$ cat src/sv/assert_macros.svh
// ---------------------------------------------------------------------------
// Assertion macros
// Shared concurrent assertion forms clocked on aclk with reset masking.
// ---------------------------------------------------------------------------
`ifndef ASSERT_MACROS_SVH
`define ASSERT_MACROS_SVH

// Property must hold at every clock edge outside reset.
`define TTOI_ASSERT(label, prop) \
    label: assert property (@(posedge aclk) disable iff (!aresetn) (prop)) \
        else $error("ttoi assertion failed");

// Condition must never be true outside reset.
`define TTOI_NEVER(label, cond) \
    `TTOI_ASSERT(label, !(cond))

`endif

$ cat src/sv/ttoi_pkg.sv
// ---------------------------------------------------------------------------
// ttoi_pkg
// Types and constants shared by the text to integer parser.
// ---------------------------------------------------------------------------
package ttoi_pkg;

    localparam int MaxAlphabet = 16;
    localparam int ChrW        = 8;
    localparam int LenW        = 5;
    localparam int DigitW      = (MaxAlphabet > 1) ? $clog2(MaxAlphabet) : 1;
    localparam int ValueW      = 32;
    localparam int CfgDataW    = 64;
    localparam int CfgAddrW    = 2;
    localparam int QueueDepth  = 4;
    localparam int QueuePtrW   = $clog2(QueueDepth);
    localparam int QueueCntW   = $clog2(QueueDepth + 1);

    localparam logic [CfgAddrW-1:0] CfgAlphaLow  = 2'd0;
    localparam logic [CfgAddrW-1:0] CfgAlphaHigh = 2'd1;
    localparam logic [CfgAddrW-1:0] CfgAlphaLen  = 2'd2;

    localparam logic [ChrW-1:0] ChrPlus  = 8'h2B;
    localparam logic [ChrW-1:0] ChrMinus = 8'h2D;
    localparam logic [ChrW-1:0] ChrSpace = 8'h20;
    localparam logic [ChrW-1:0] ChrTab   = 8'h09;
    localparam logic [ChrW-1:0] ChrNl    = 8'h0A;
    localparam logic [ChrW-1:0] ChrVt    = 8'h0B;
    localparam logic [ChrW-1:0] ChrFf    = 8'h0C;
    localparam logic [ChrW-1:0] ChrCr    = 8'h0D;
    localparam logic [ChrW-1:0] ChrNul   = 8'h00;

    typedef struct packed {
        logic [MaxAlphabet-1:0][ChrW-1:0] alpha;
        logic [LenW-1:0]                  used_len;
        logic                             bad;
    } ttoi_cfg_t;

    typedef struct packed {
        logic              is_space;
        logic              is_sign;
        logic              is_minus;
        logic              is_digit;
        logic [DigitW-1:0] digit;
        logic              last;
    } ttoi_item_t;

    typedef enum logic [3:0] {
        PH_SPACE = 4'b0001,
        PH_SIGN  = 4'b0010,
        PH_DIGIT = 4'b0100,
        PH_DONE  = 4'b1000
    } ttoi_phase_t;

endpackage

$ cat src/sv/ttoi_cfg.sv
// ---------------------------------------------------------------------------
// ttoi_cfg
// Alphabet registers, used length saturation and alphabet validity check.
// ---------------------------------------------------------------------------
module ttoi_cfg
    import ttoi_pkg::*;
(
    input  logic                aclk,
    input  logic                aresetn,
    input  logic                cfg_wr_en,
    input  logic [CfgAddrW-1:0] cfg_addr,
    input  logic [CfgDataW-1:0] cfg_wr_data,
    output ttoi_cfg_t           cfg
);

    logic [CfgDataW-1:0]              alpha_lo_reg;
    logic [CfgDataW-1:0]              alpha_hi_reg;
    logic [LenW-1:0]                  len_reg;
    logic                             bad_reg;
    logic                             bad_next;
    logic [2*CfgDataW-1:0]            alpha_all;
    logic [MaxAlphabet-1:0][ChrW-1:0] alpha;
    logic [LenW-1:0]                  used_len;

    always_ff @(posedge aclk) begin
        if (!aresetn) begin
            alpha_lo_reg <= '0;
            alpha_hi_reg <= '0;
            len_reg      <= '0;
            bad_reg      <= 1'b1;
        end else begin
            bad_reg <= bad_next;
            if (cfg_wr_en) begin
                unique case (cfg_addr)
                    CfgAlphaLow:  alpha_lo_reg <= cfg_wr_data;
                    CfgAlphaHigh: alpha_hi_reg <= cfg_wr_data;
                    CfgAlphaLen:  len_reg      <= cfg_wr_data[LenW-1:0];
                    default: begin
                    end
                endcase
            end
        end
    end

    assign alpha_all = {alpha_hi_reg, alpha_lo_reg};
    assign alpha     = alpha_all[MaxAlphabet*ChrW-1:0];
    assign used_len  = (len_reg > LenW'(MaxAlphabet)) ? LenW'(MaxAlphabet) : len_reg;

    always_comb begin
        bad_next = (used_len < LenW'(2));
        for (int i = 0; i < MaxAlphabet; i++) begin
            if (LenW'(i) < used_len) begin
                if (alpha[i] == ChrNul || alpha[i] == ChrPlus || alpha[i] == ChrMinus) begin
                    bad_next = 1'b1;
                end
                for (int j = i + 1; j < MaxAlphabet; j++) begin
                    if (LenW'(j) < used_len && alpha[j] == alpha[i]) begin
                        bad_next = 1'b1;
                    end
                end
            end
        end
    end

    assign cfg.alpha    = alpha;
    assign cfg.used_len = used_len;
    assign cfg.bad      = bad_reg;

endmodule

$ cat src/sv/ttoi_front.sv
// ---------------------------------------------------------------------------
// ttoi_front
// Accepts characters and classifies each as whitespace, sign or digit.
// ---------------------------------------------------------------------------
module ttoi_front
    import ttoi_pkg::*;
(
    input  logic            s_tvalid,
    output logic            s_tready,
    input  logic [ChrW-1:0] s_tdata,   // [7:0] character
    input  logic            s_tlast,
    input  ttoi_cfg_t       cfg,
    input  logic            queue_full,
    output logic            push,
    output ttoi_item_t      item
);

    logic [ChrW-1:0]   ch;
    logic              hit;
    logic [DigitW-1:0] idx;

    assign ch       = s_tdata;
    assign s_tready = !queue_full;
    assign push     = s_tvalid && !queue_full;

    always_comb begin
        hit = 1'b0;
        idx = '0;
        for (int i = MaxAlphabet - 1; i >= 0; i--) begin
            if (LenW'(i) < cfg.used_len && ch == cfg.alpha[i]) begin
                hit = 1'b1;
                idx = DigitW'(i);
            end
        end
    end

    assign item.is_space = (ch == ChrSpace) || (ch == ChrTab) || (ch == ChrNl)
                        || (ch == ChrVt) || (ch == ChrFf) || (ch == ChrCr);
    assign item.is_sign  = (ch == ChrPlus) || (ch == ChrMinus);
    assign item.is_minus = (ch == ChrMinus);
    assign item.is_digit = hit;
    assign item.digit    = idx;
    assign item.last     = s_tlast;

endmodule

$ cat src/sv/ttoi_queue.sv
// ---------------------------------------------------------------------------
// ttoi_queue
// Short FIFO of classified characters between the front and back parts.
// ---------------------------------------------------------------------------
`include "assert_macros.svh"

module ttoi_queue
    import ttoi_pkg::*;
(
    input  logic       aclk,
    input  logic       aresetn,
    input  logic       push,
    input  ttoi_item_t push_item,
    output logic       full,
    input  logic       pop,
    output logic       not_empty,
    output ttoi_item_t head
);

    ttoi_item_t           entries [QueueDepth];
    logic [QueuePtrW-1:0] wr_ptr_reg;
    logic [QueuePtrW-1:0] rd_ptr_reg;
    logic [QueueCntW-1:0] count_reg;
    logic [QueueCntW-1:0] count_next;

    assign full      = (count_reg == QueueCntW'(QueueDepth));
    assign not_empty = (count_reg != '0);
    assign head      = entries[rd_ptr_reg];

    always_comb begin
        count_next = count_reg;
        if (push && !pop) begin
            count_next = count_reg + QueueCntW'(1);
        end else if (pop && !push) begin
            count_next = count_reg - QueueCntW'(1);
        end
    end

    always_ff @(posedge aclk) begin
        if (push) begin
            entries[wr_ptr_reg] <= push_item;
        end
    end

    always_ff @(posedge aclk) begin
        if (!aresetn) begin
            wr_ptr_reg <= '0;
            rd_ptr_reg <= '0;
            count_reg  <= '0;
        end else begin
            count_reg <= count_next;
            if (push) begin
                wr_ptr_reg <= wr_ptr_reg + QueuePtrW'(1);
            end
            if (pop) begin
                rd_ptr_reg <= rd_ptr_reg + QueuePtrW'(1);
            end
        end
    end

    `TTOI_NEVER(a_queue_overfill, count_reg > QueueCntW'(QueueDepth))
    `TTOI_NEVER(a_pop_empty, pop && !not_empty)
    `TTOI_ASSERT(a_push_full, full |-> !push)

endmodule

$ cat src/sv/ttoi_back.sv
// ---------------------------------------------------------------------------
// ttoi_back
// Parser state machine, Horner accumulation and the result register.
// ---------------------------------------------------------------------------
`include "assert_macros.svh"

module ttoi_back
    import ttoi_pkg::*;
(
    input  logic              aclk,
    input  logic              aresetn,
    input  ttoi_cfg_t         cfg,
    input  logic              item_valid,
    input  ttoi_item_t        item,
    output logic              pop,
    output logic              m_tvalid,
    input  logic              m_tready,
    output logic [ValueW-1:0] m_tdata,   // [31:0] value
    output logic              m_tuser    // [0] alphabet_invalid
);

    ttoi_phase_t       phase_reg;
    ttoi_phase_t       phase_next;
    logic              neg_reg;
    logic              neg_next;
    logic [ValueW-1:0] acc_reg;
    logic [ValueW-1:0] acc_next;
    logic [ValueW-1:0] acc_mul;
    logic              m_valid_reg;
    logic [ValueW-1:0] m_value_reg;
    logic              m_invalid_reg;

    assign pop     = item_valid && (!item.last || !m_valid_reg || m_tready);
    assign acc_mul = acc_reg * {{(ValueW-LenW){1'b0}}, cfg.used_len};

    always_comb begin
        phase_next = phase_reg;
        neg_next   = neg_reg;
        acc_next   = acc_reg;
        if (phase_reg != PH_DONE) begin
            if (phase_reg == PH_SPACE && item.is_space) begin
                phase_next = PH_SPACE;
            end else if ((phase_reg == PH_SPACE || phase_reg == PH_SIGN) && item.is_sign) begin
                neg_next   = neg_reg ^ item.is_minus;
                phase_next = PH_SIGN;
            end else if (item.is_digit) begin
                acc_next   = acc_mul + {{(ValueW-DigitW){1'b0}}, item.digit};
                phase_next = PH_DIGIT;
            end else begin
                phase_next = PH_DONE;
            end
        end
    end

    always_ff @(posedge aclk) begin
        if (!aresetn) begin
            phase_reg   <= PH_SPACE;
            neg_reg     <= 1'b0;
            acc_reg     <= '0;
            m_valid_reg <= 1'b0;
        end else begin
            if (pop) begin
                if (item.last) begin
                    phase_reg <= PH_SPACE;
                    neg_reg   <= 1'b0;
                    acc_reg   <= '0;
                end else begin
                    phase_reg <= phase_next;
                    neg_reg   <= neg_next;
                    acc_reg   <= acc_next;
                end
            end
            if (pop && item.last) begin
                m_valid_reg <= 1'b1;
            end else if (m_tready) begin
                m_valid_reg <= 1'b0;
            end
        end
    end

    always_ff @(posedge aclk) begin
        if (pop && item.last) begin
            m_invalid_reg <= cfg.bad;
            if (cfg.bad) begin
                m_value_reg <= '0;
            end else if (neg_next) begin
                m_value_reg <= '0 - acc_next;
            end else begin
                m_value_reg <= acc_next;
            end
        end
    end

    assign m_tvalid = m_valid_reg;
    assign m_tdata  = m_value_reg;
    assign m_tuser  = m_invalid_reg;

    `TTOI_ASSERT(a_result_from_last, $rose(m_valid_reg) |-> $past(pop && item.last))
    `TTOI_ASSERT(a_invalid_zero, (m_valid_reg && m_invalid_reg) |-> (m_value_reg == '0))

endmodule

$ cat src/sv/text_to_integer_any_base.sv
// ---------------------------------------------------------------------------
// text_to_integer_any_base
// Parses a signed integer from a byte stream in a configurable digit alphabet.
// ---------------------------------------------------------------------------
// The block takes one character per clock while the queue is not full, and
// returns one result per string, loaded when the back stage pops the byte
// marked by s_tlast. A front stage classifies each byte against the alphabet
// with parallel compares, and a four-entry queue holds the classified bytes.
// A back stage updates the sign and the 32-bit Horner accumulator at one byte
// per cycle, using one 32 by 5 bit multiply per byte. The result register lets
// the next string stream in while a result waits; only its last byte is held.
// ---------------------------------------------------------------------------
module text_to_integer_any_base
    import ttoi_pkg::*;
(
    input  logic                aclk,
    input  logic                aresetn,
    input  logic                cfg_wr_en,
    input  logic [CfgAddrW-1:0] cfg_addr,
    input  logic [CfgDataW-1:0] cfg_wr_data,
    input  logic                s_tvalid,
    output logic                s_tready,
    input  logic [ChrW-1:0]     s_tdata,   // [7:0] character
    input  logic                s_tlast,
    output logic                m_tvalid,
    input  logic                m_tready,
    output logic [ValueW-1:0]   m_tdata,   // [31:0] value
    output logic                m_tuser    // [0] alphabet_invalid
);

    ttoi_cfg_t  cfg;
    ttoi_item_t front_item;
    ttoi_item_t head_item;
    logic       push;
    logic       pop;
    logic       queue_full;
    logic       queue_not_empty;

    ttoi_cfg u_cfg (
        .aclk        (aclk),
        .aresetn     (aresetn),
        .cfg_wr_en   (cfg_wr_en),
        .cfg_addr    (cfg_addr),
        .cfg_wr_data (cfg_wr_data),
        .cfg         (cfg)
    );

    ttoi_front u_front (
        .s_tvalid   (s_tvalid),
        .s_tready   (s_tready),
        .s_tdata    (s_tdata),
        .s_tlast    (s_tlast),
        .cfg        (cfg),
        .queue_full (queue_full),
        .push       (push),
        .item       (front_item)
    );

    ttoi_queue u_queue (
        .aclk      (aclk),
        .aresetn   (aresetn),
        .push      (push),
        .push_item (front_item),
        .full      (queue_full),
        .pop       (pop),
        .not_empty (queue_not_empty),
        .head      (head_item)
    );

    ttoi_back u_back (
        .aclk       (aclk),
        .aresetn    (aresetn),
        .cfg        (cfg),
        .item_valid (queue_not_empty),
        .item       (head_item),
        .pop        (pop),
        .m_tvalid   (m_tvalid),
        .m_tready   (m_tready),
        .m_tdata    (m_tdata),
        .m_tuser    (m_tuser)
    );

endmodule
$ cat config.mk
export PLATFORM = sky130hd
export DESIGN_NAME = text_to_integer_any_base
export DESIGN_NICKNAME = d
export VERILOG_FILES = /design/src/sv/ttoi_pkg.sv /design/src/sv/ttoi_cfg.sv /design/src/sv/ttoi_front.sv /design/src/sv/ttoi_queue.sv /design/src/sv/ttoi_back.sv /design/src/sv/text_to_integer_any_base.sv
export VERILOG_INCLUDE_DIRS = /design/src /design/src/sv
export SDC_FILE = /design/constraint.sdc
export NUM_CORES = 2
export LEC_CHECK = 0
export BUFFER_PORTS_ARGS = -buffer_cell sky130_fd_sc_hd__buf_4
export CAP_MARGIN = 20
export CORE_UTILIZATION = 60
export DETAILED_ROUTE_END_ITERATION = 12
export PLACE_DENSITY_LB_ADDON = 0.05
export SYNTH_ARGS = -nofsm -noshare
export SYNTH_HDL_FRONTEND = slang
export SYNTH_HIERARCHICAL = 1
export SYNTH_SLANG_ARGS = --single-unit
$ cat constraint.sdc
create_clock -name aclk -period 7.2 [get_ports aclk]
set_input_delay 0.72 -clock aclk [delete_from_list [all_inputs] [get_ports aclk]]
set_output_delay 0.72 -clock aclk [all_outputs]
set_load 0.02 [all_outputs]
## Yosys cells after proc, flatten, opt, wreduce, memory -nomap -nowiden

Memories as Yosys holds them, arrays and structs flattened. A register that Yosys moved wholly into a read port is not among the register bits.
Index checks and enable logic that the tools add are counted.

| word-level totals | value |
|---|---|
| register bits | 212 |
| latch bits | 0 |
| RAM bits | 36 |
| ROM bits | 0 |
| input bits | 80 |
| memories kept | 1 |

Memory list:

| memory | words | width | read ports | clocked after Yosys merged registers in | write ports | line | text |
|---|---|---|---|---|---|---|---|
| u_queue.entries | 4 | 9 | 1 | 1 | 1 | ttoi_queue.sv:20 | `ttoi_item_t entries [QueueDepth];` |

| cells by class | value |
|---|---|
| add/subtract/negate cells | 6 |
| multipliers | 1 |
| div/mod/pow operators | 0 |
| order comparisons | 18 |
| equal/unequal tests | 182 |
| shift-type cells | 0 |
| mux-type cells | 208 |
| bitwise operators | 1 |
| reduce and logical (&&, ||, !) cells | 214 |

Operator list:

| cell | number |
|---|---|
| 8-bit == test | 136 |
| 8-bit by 6-bit == test with 1-bit output (second input constant) | 35 |
| 32-bit two-way mux | 6 |
| 1-bit two-way mux | 176 |
| 1-bit logical AND | 143 |
| 8-bit zero test | 16 |
| 4-bit two-way mux | 21 |
| 1-bit logical OR | 41 |
| 8-bit by 4-bit == test with 1-bit output (second input constant) | 5 |
| 4-bit by 5-bit < comparator with 1-bit output (first input constant) | 8 |
| 32-bit by 4-bit adder with 32-bit output | 1 |
| 32-bit by 5-bit multiplier with 32-bit output | 1 |
| 1-bit by 32-bit subtractor with 32-bit output (first input constant) | 1 |
| 3-bit by 5-bit < comparator with 1-bit output (first input constant) | 4 |
| 1-bit by 5-bit < comparator with 1-bit output (first input constant) | 2 |
| 2-bit by 5-bit < comparator with 1-bit output (first input constant) | 2 |
| 2-bit AND reduction | 4 |
| 3-bit two-way mux | 2 |
| 2-bit nonzero test | 3 |
| 5-bit > comparator (second input constant) | 1 |
| 1-bit zero test | 5 |
| 5-bit by 2-bit < comparator with 1-bit output (second input constant) | 1 |
| 5-bit two-way mux | 1 |
| 2-bit by 1-bit adder with 2-bit output (second input constant) | 2 |
| other kinds (12) | 13 |

## Logic depth before layout (Yosys ltp)

| logic depth | value |
|---|---|
| depth after elaboration | 155 |
| gate-level depth with buffers | 25 |
| gate-level depth less buffers | 19 |

## Cells and area by module

The synthesis kept the hierarchy.

By module, submodules not included:

| module | times used | cells each | area an instance (µm²) | sequential area each (µm²) |
|---|---|---|---|---|
| ttoi_cfg | 1 | 2327 | 18232.5 | 2682.6 |
| ttoi_back | 1 | 1170 | 9735.6 | 1751.7 |
| ttoi_front | 1 | 269 | 2049.5 | 0.0 |
| ttoi_queue | 1 | 90 | 1746.7 | 1261.2 |

## Worst setup path after synthesis

OpenSTA, ideal clock, no wires.

| path | value |
|---|---|
| path type | flip-flop to flip-flop |
| start point | reg u_cfg.len_reg[4] |
| end point | reg u_back.m_value_reg[25] (netlist: u_back/m_tdata[25]), data pin |
| setup time | 0.260 ns |
| arrival time | 5.964 ns |
| required time | 6.940 ns |
| setup slack | 0.975 ns |
| stages on the path, launching flop included | 23 |
| clock period less this slack | 6.225 ns |
| path through | dfxtp_1 > buf_6 > buf_6 > clkbuf_1 > clkbuf_1 > clkbuf_1 > clkbuf_1 > nand2_1 > fa_1 > fa_1 > fa_1 > inv_1 > ha_1 > nor2b_4 > o31ai_1 > a21oi_1 > or3_1 > a211o_1 > a2111oi_4 > nand4b_2 > nor2_4 > a21oi_1 > mux2_4 |

RTL lines:

| element | line | text |
|---|---|---|
| start, declared | ttoi_cfg.sv:18 | `logic [LenW-1:0] len_reg;` |
| start signal, assigned | ttoi_cfg.sv:37 | `CfgAlphaLen: len_reg <= cfg_wr_data[LenW-1:0];` |
| end signal, assigned | ttoi_back.sv:87 | `m_value_reg <= '0 - acc_next;` |
| end signal, assigned | ttoi_back.sv:89 | `m_value_reg <= acc_next;` |
| end, declared | ttoi_back.sv:30 | `logic [ValueW-1:0] m_value_reg;` |

==> run summary <==
The run finished with clean final reports. The share of final-layout standard cells stronger than drive strength 1 is 10.28%, and the die area is 53,860 sq um. The tools report the placer's final routability congestion estimate as 1.060. The count of state elements after synthesis is 250, and the post-synthesis xor/xnor area fraction is 31.79%. In the post-synthesis netlist, the cell with the most instances is sky130_fd_sc_hd__xnor2_1. The commonest cells after synthesis are sky130_fd_sc_hd__xnor2_1 (615), sky130_fd_sc_hd__xor2_1 (536), sky130_fd_sc_hd__nand2_1 (364). The worst setup path is launched from a register. For the clock share of power, the log shows 28.8%. The first detailed-routing pass took 7 iterations.

Summing the areas of all fa, ha and maj instances in the mapped netlist gives 8.162% of the synthesized area. The worst hold path begins at s_tlast. Post-CTS repair changed the size of 0 cells. The maximum number of pins on one net before global-route repair came out at 116. Internal power comes to 3.411 mW. The area growth from synthesis to layout is 5.203%. For the number of instances in the synthesized netlist, the log shows 3,856. The number of setup buffers added after CTS is 0. The post-synthesis async set-or-reset flop share is 0%. After synthesis, the cell types taking the most area are sky130_fd_sc_hd__xnor2_1 (17%), sky130_fd_sc_hd__xor2_1 (15%), sky130_fd_sc_hd__dfxtp_1 (11%), sky130_fd_sc_hd__edfxtp_1 (6.5%), sky130_fd_sc_hd__fa_1 (5.5%). The worst-case IR drop observed on VDD is 303.5 uV. The multiplexer fraction of the synthesized cell area was 1.387%; the synthesized area per cell was 8.238 sq um. At the pin with the least slew margin, the transition time is 1.254 ns.

The leakage dissipation is 14.37 nW, and the net switching power is 2.170 mW. The tools report the number of buffers added to fix hold violations after cts as 0. The tools report the endpoint class of the critical path as a register. Traced cell by cell, the critical path runs through nor2b_2 -> buf_4 -> and2_1 -> ha_1 -> fa_1 -> inv_1 -> fa_1 -> inv_1 -> ha_1 -> o211ai_1 -> nand2_1 -> o311ai_0 -> a41oi_1 -> nand4b_2 -> nor2_4 -> a21oi_1 -> mux2_4. The chip width is 232.1 microns. The tools report the reg-to-reg critical path endpoint as u_back/m_tdata[25].

Number of instances on the worst hold path: 1. In this run the worst path has a maximum fanout of 29. The cell taking the most area after synthesis was sky130_fd_sc_hd__xnor2_1. After clock tree synthesis, the clock-pin slew on the worst setup and hold paths is 0.07 ns.

In the final design database the tool counted 3,996 nets. Total power for the finished layout comes to 5.581 mW. Summing the areas of all and, or, nand and nor instances in the mapped netlist gives 20.51% of the synthesized area. The layout has 4,480 filler cells.

Clock tree synthesis inserted a total of 30 buffers. Dividing total power by cell area gives a power density of 167.0 nW/um^2. The tools report the worst-case clock buffer depth as 3. In this run the remaining antenna-violating nets after routing total 0. The clock insertion delay at the later pin of the skew report came out at 0.61 ns.

The core region is 51,820 sq um. The number of endpoints with negative hold slack in the final report came out at 0. The number of buffers and inverters on the critical path is 3.

Summing the areas of all compound-gate instances in the mapped netlist gives 11.05% of the synthesized area. The critical path in this run is classified as register to register. For this run, the leading register cell type out of synthesis is sky130_fd_sc_hd__dfxtp_1. TritonCTS built the clock tree. The portion of synthesized cell area occupied by the leading cell type was 16.96%; the count of synthesis-stage warnings from yosys was 6.

The share of total power dissipated in combinational logic is 41.2%. The maximum level of the CTS H-tree came out at 1. Largest family of logic cells by synthesized area: XOR/XNOR gates. The overall die height was 232.1 microns; the headroom to the max-slew limit was 16.39%.

The logs give 31,760 sq um for the cell area after synthesis and 111 for the distinct cell type count of the synthesized netlist. For this run the aggregate overflow at the end of global routing stands at 0. Sequential elements use 17.93% of the synthesized area. The net switching fraction of the power is 38.89%.

The worst hold-check path type is input port to register. Average vias per placed instance: 6.706. The final critical path time including I/O delays and setup works out to 6.617 ns.

Dividing the detail-routed wire length by the instance count gives 26.34 microns. The run gives 28,775 as the number of global-route vias before repair. Number of cells on the worst reg-to-reg path: 17. The root buffer cell chosen for the clock tree is sky130_fd_sc_hd__clkbuf_16. The floorplan has 83 rows. The required time of the worst setup path is 7.53 ns, and the count of pins on the block boundary is 115. Counting flops with a built-in enable in the synthesized netlist gives 69. The number of antenna violations at the first check in global routing was 6.

Pre-CTS setup slack: 0.7586 ns. For the wire length after detailed routing, the log shows 117,600 microns. The cell family contributing the most delay on the critical path is adder cells. In this run, the number of DRC markers left after iteration 0 of detailed routing was 4,214. For this run, the top clock speed supported by timing is 151.1 MHz.

In this run the critical register-to-register path is launched from u_cfg/len_reg[1]. Setup violations remaining at the end of the flow were counted as 0. The worst path meets setup with 0.5833 ns of slack.

The run gives 4,091 as the synthesized net count. The critical path's slowest cell was sky130_fd_sc_hd__dfxtp_1. Once the floorplan was initialized, standard cells occupied 61.30% of the core.

The final setup skew was 0.03849 ns; the number of max-capacitance violations reported was 0. The final count of pins violating max slew is 0, and the detailed placer's ending HPWL is 75,360 microns. Setup repair after global routing left no endpoint under its margin. The worst hold margin was 0.3281 ns; the final clock period utilization by the worst path was 91.90%.

For this run, the slowest stage of the critical path takes 0.76 ns. Detailed routing inserted a total of 29,937 vias. During placement, the flow inserted port buffers numbering 114. Adding up every negative setup slack in the final design gives 0 ns. In the routed design, unresolved DRC markers number 0. Sequential cells account for 30.0% of the total power. For flop-to-flop paths, the worst setup slack is 0.58 ns. The worst hold path terminates at u_queue/entries[2][0]. For the critical path arrival, the log shows 6.95 ns. The wire length of the first global-routing pass was 175,000 microns; the clock sink count was 250. Global routing used 42.52% of the available tracks.
metal layers:
metal	GRT usage, %	share of wire, %	wire, microns
met4	21.55	5.8	6821
met5	0	0.036	42
met2	62.46	41	48330
met3	12.76	14	16010
met1	56.10	39	46380
power groups by stage:
stage / clock, mW / sequential (mW) / combinational [mW]
detailed placement: 0 / 1.70 / 2.20
floorplan: 0 / 1.76 / 1.53
finish: 1.61 / 1.67 / 2.30
global placement: 0 / 1.69 / 2.14
CTS: 1.63 / 1.67 / 2.21
global route: 1.69 / 1.69 / 2.42
cells by family (layout without fill, tap and decap cells):
family,count (synthesis),after routing
AO/OA/AOI/OAI,483,483
XOR/XNOR,1152,1152
adder cells (fa/ha/maj),155,155
buffers and inverters,558,485
flip-flops,250,250
multiplexers,32,32
other,0,1
AND/OR/NAND/NOR,1226,1226
through the flow:
step	cells	instance area [sq um]	util, %
6_report	4464	33420	64.49
3_3_place_gp	4408	32350	62.42
3_5_place_dp	4408	32350	62.42
5_1_grt	4463	33410	64.48
2_1_floorplan	3856	31760	-
4_1_cts	4462	33400	64.45
layout by cell type, fill, tap and decap left out, types with 69 or more instances in the layout:
master	netlist	layout
sky130_fd_sc_hd__buf_4	108	265
sky130_fd_sc_hd__nor4_1	143	143
sky130_fd_sc_hd__nor2_1	83	80
sky130_fd_sc_hd__xnor2_1	615	615
sky130_fd_sc_hd__xor2_1	536	536
sky130_fd_sc_hd__and2_1	159	159
sky130_fd_sc_hd__nand4_1	164	164
sky130_fd_sc_hd__nor3_1	94	94
sky130_fd_sc_hd__nand3_1	75	75
sky130_fd_sc_hd__fa_1	87	87
sky130_fd_sc_hd__inv_1	165	165
sky130_fd_sc_hd__dfxtp_1	181	180
sky130_fd_sc_hd__nand2_1	364	364
sky130_fd_sc_hd__a21boi_0	130	130
sky130_fd_sc_hd__edfxtp_1	69	69
cell type report:
class	count	area (sq um)	share of cell area (%)
antenna	1	2.502	0.007488
tap	680	850.8	2.546
clock buffer	46	905.9	2.711
multi-input combinational	3048	23190	69.39
clock inverter	8	147.6	0.4418
sequential	250	5697	17.05
timing repair buffer	266	2004	5.998
inverter	165	619.3	1.853
worst max path at each step:
stage	cells after the start	from	slack, ns	to
after CTS	17	u_cfg/len_reg[1]	0.72	u_back/m_tdata[25]
after detailed placement	17	u_cfg/len_reg[1]	0.76	u_back/m_tdata[25]
after global placement	17	u_cfg/len_reg[1]	1.01	u_back/m_tdata[25]
after global routing	17	u_cfg/len_reg[1]	0.30	u_back/m_tdata[25]
after floorplan	22	u_cfg/len_reg[4]	0.98	u_back/m_tdata[25]
final	17	u_cfg/len_reg[1]	0.58	u_back/m_tdata[25]
Note: power is estimated with default switching activity, not from simulation.
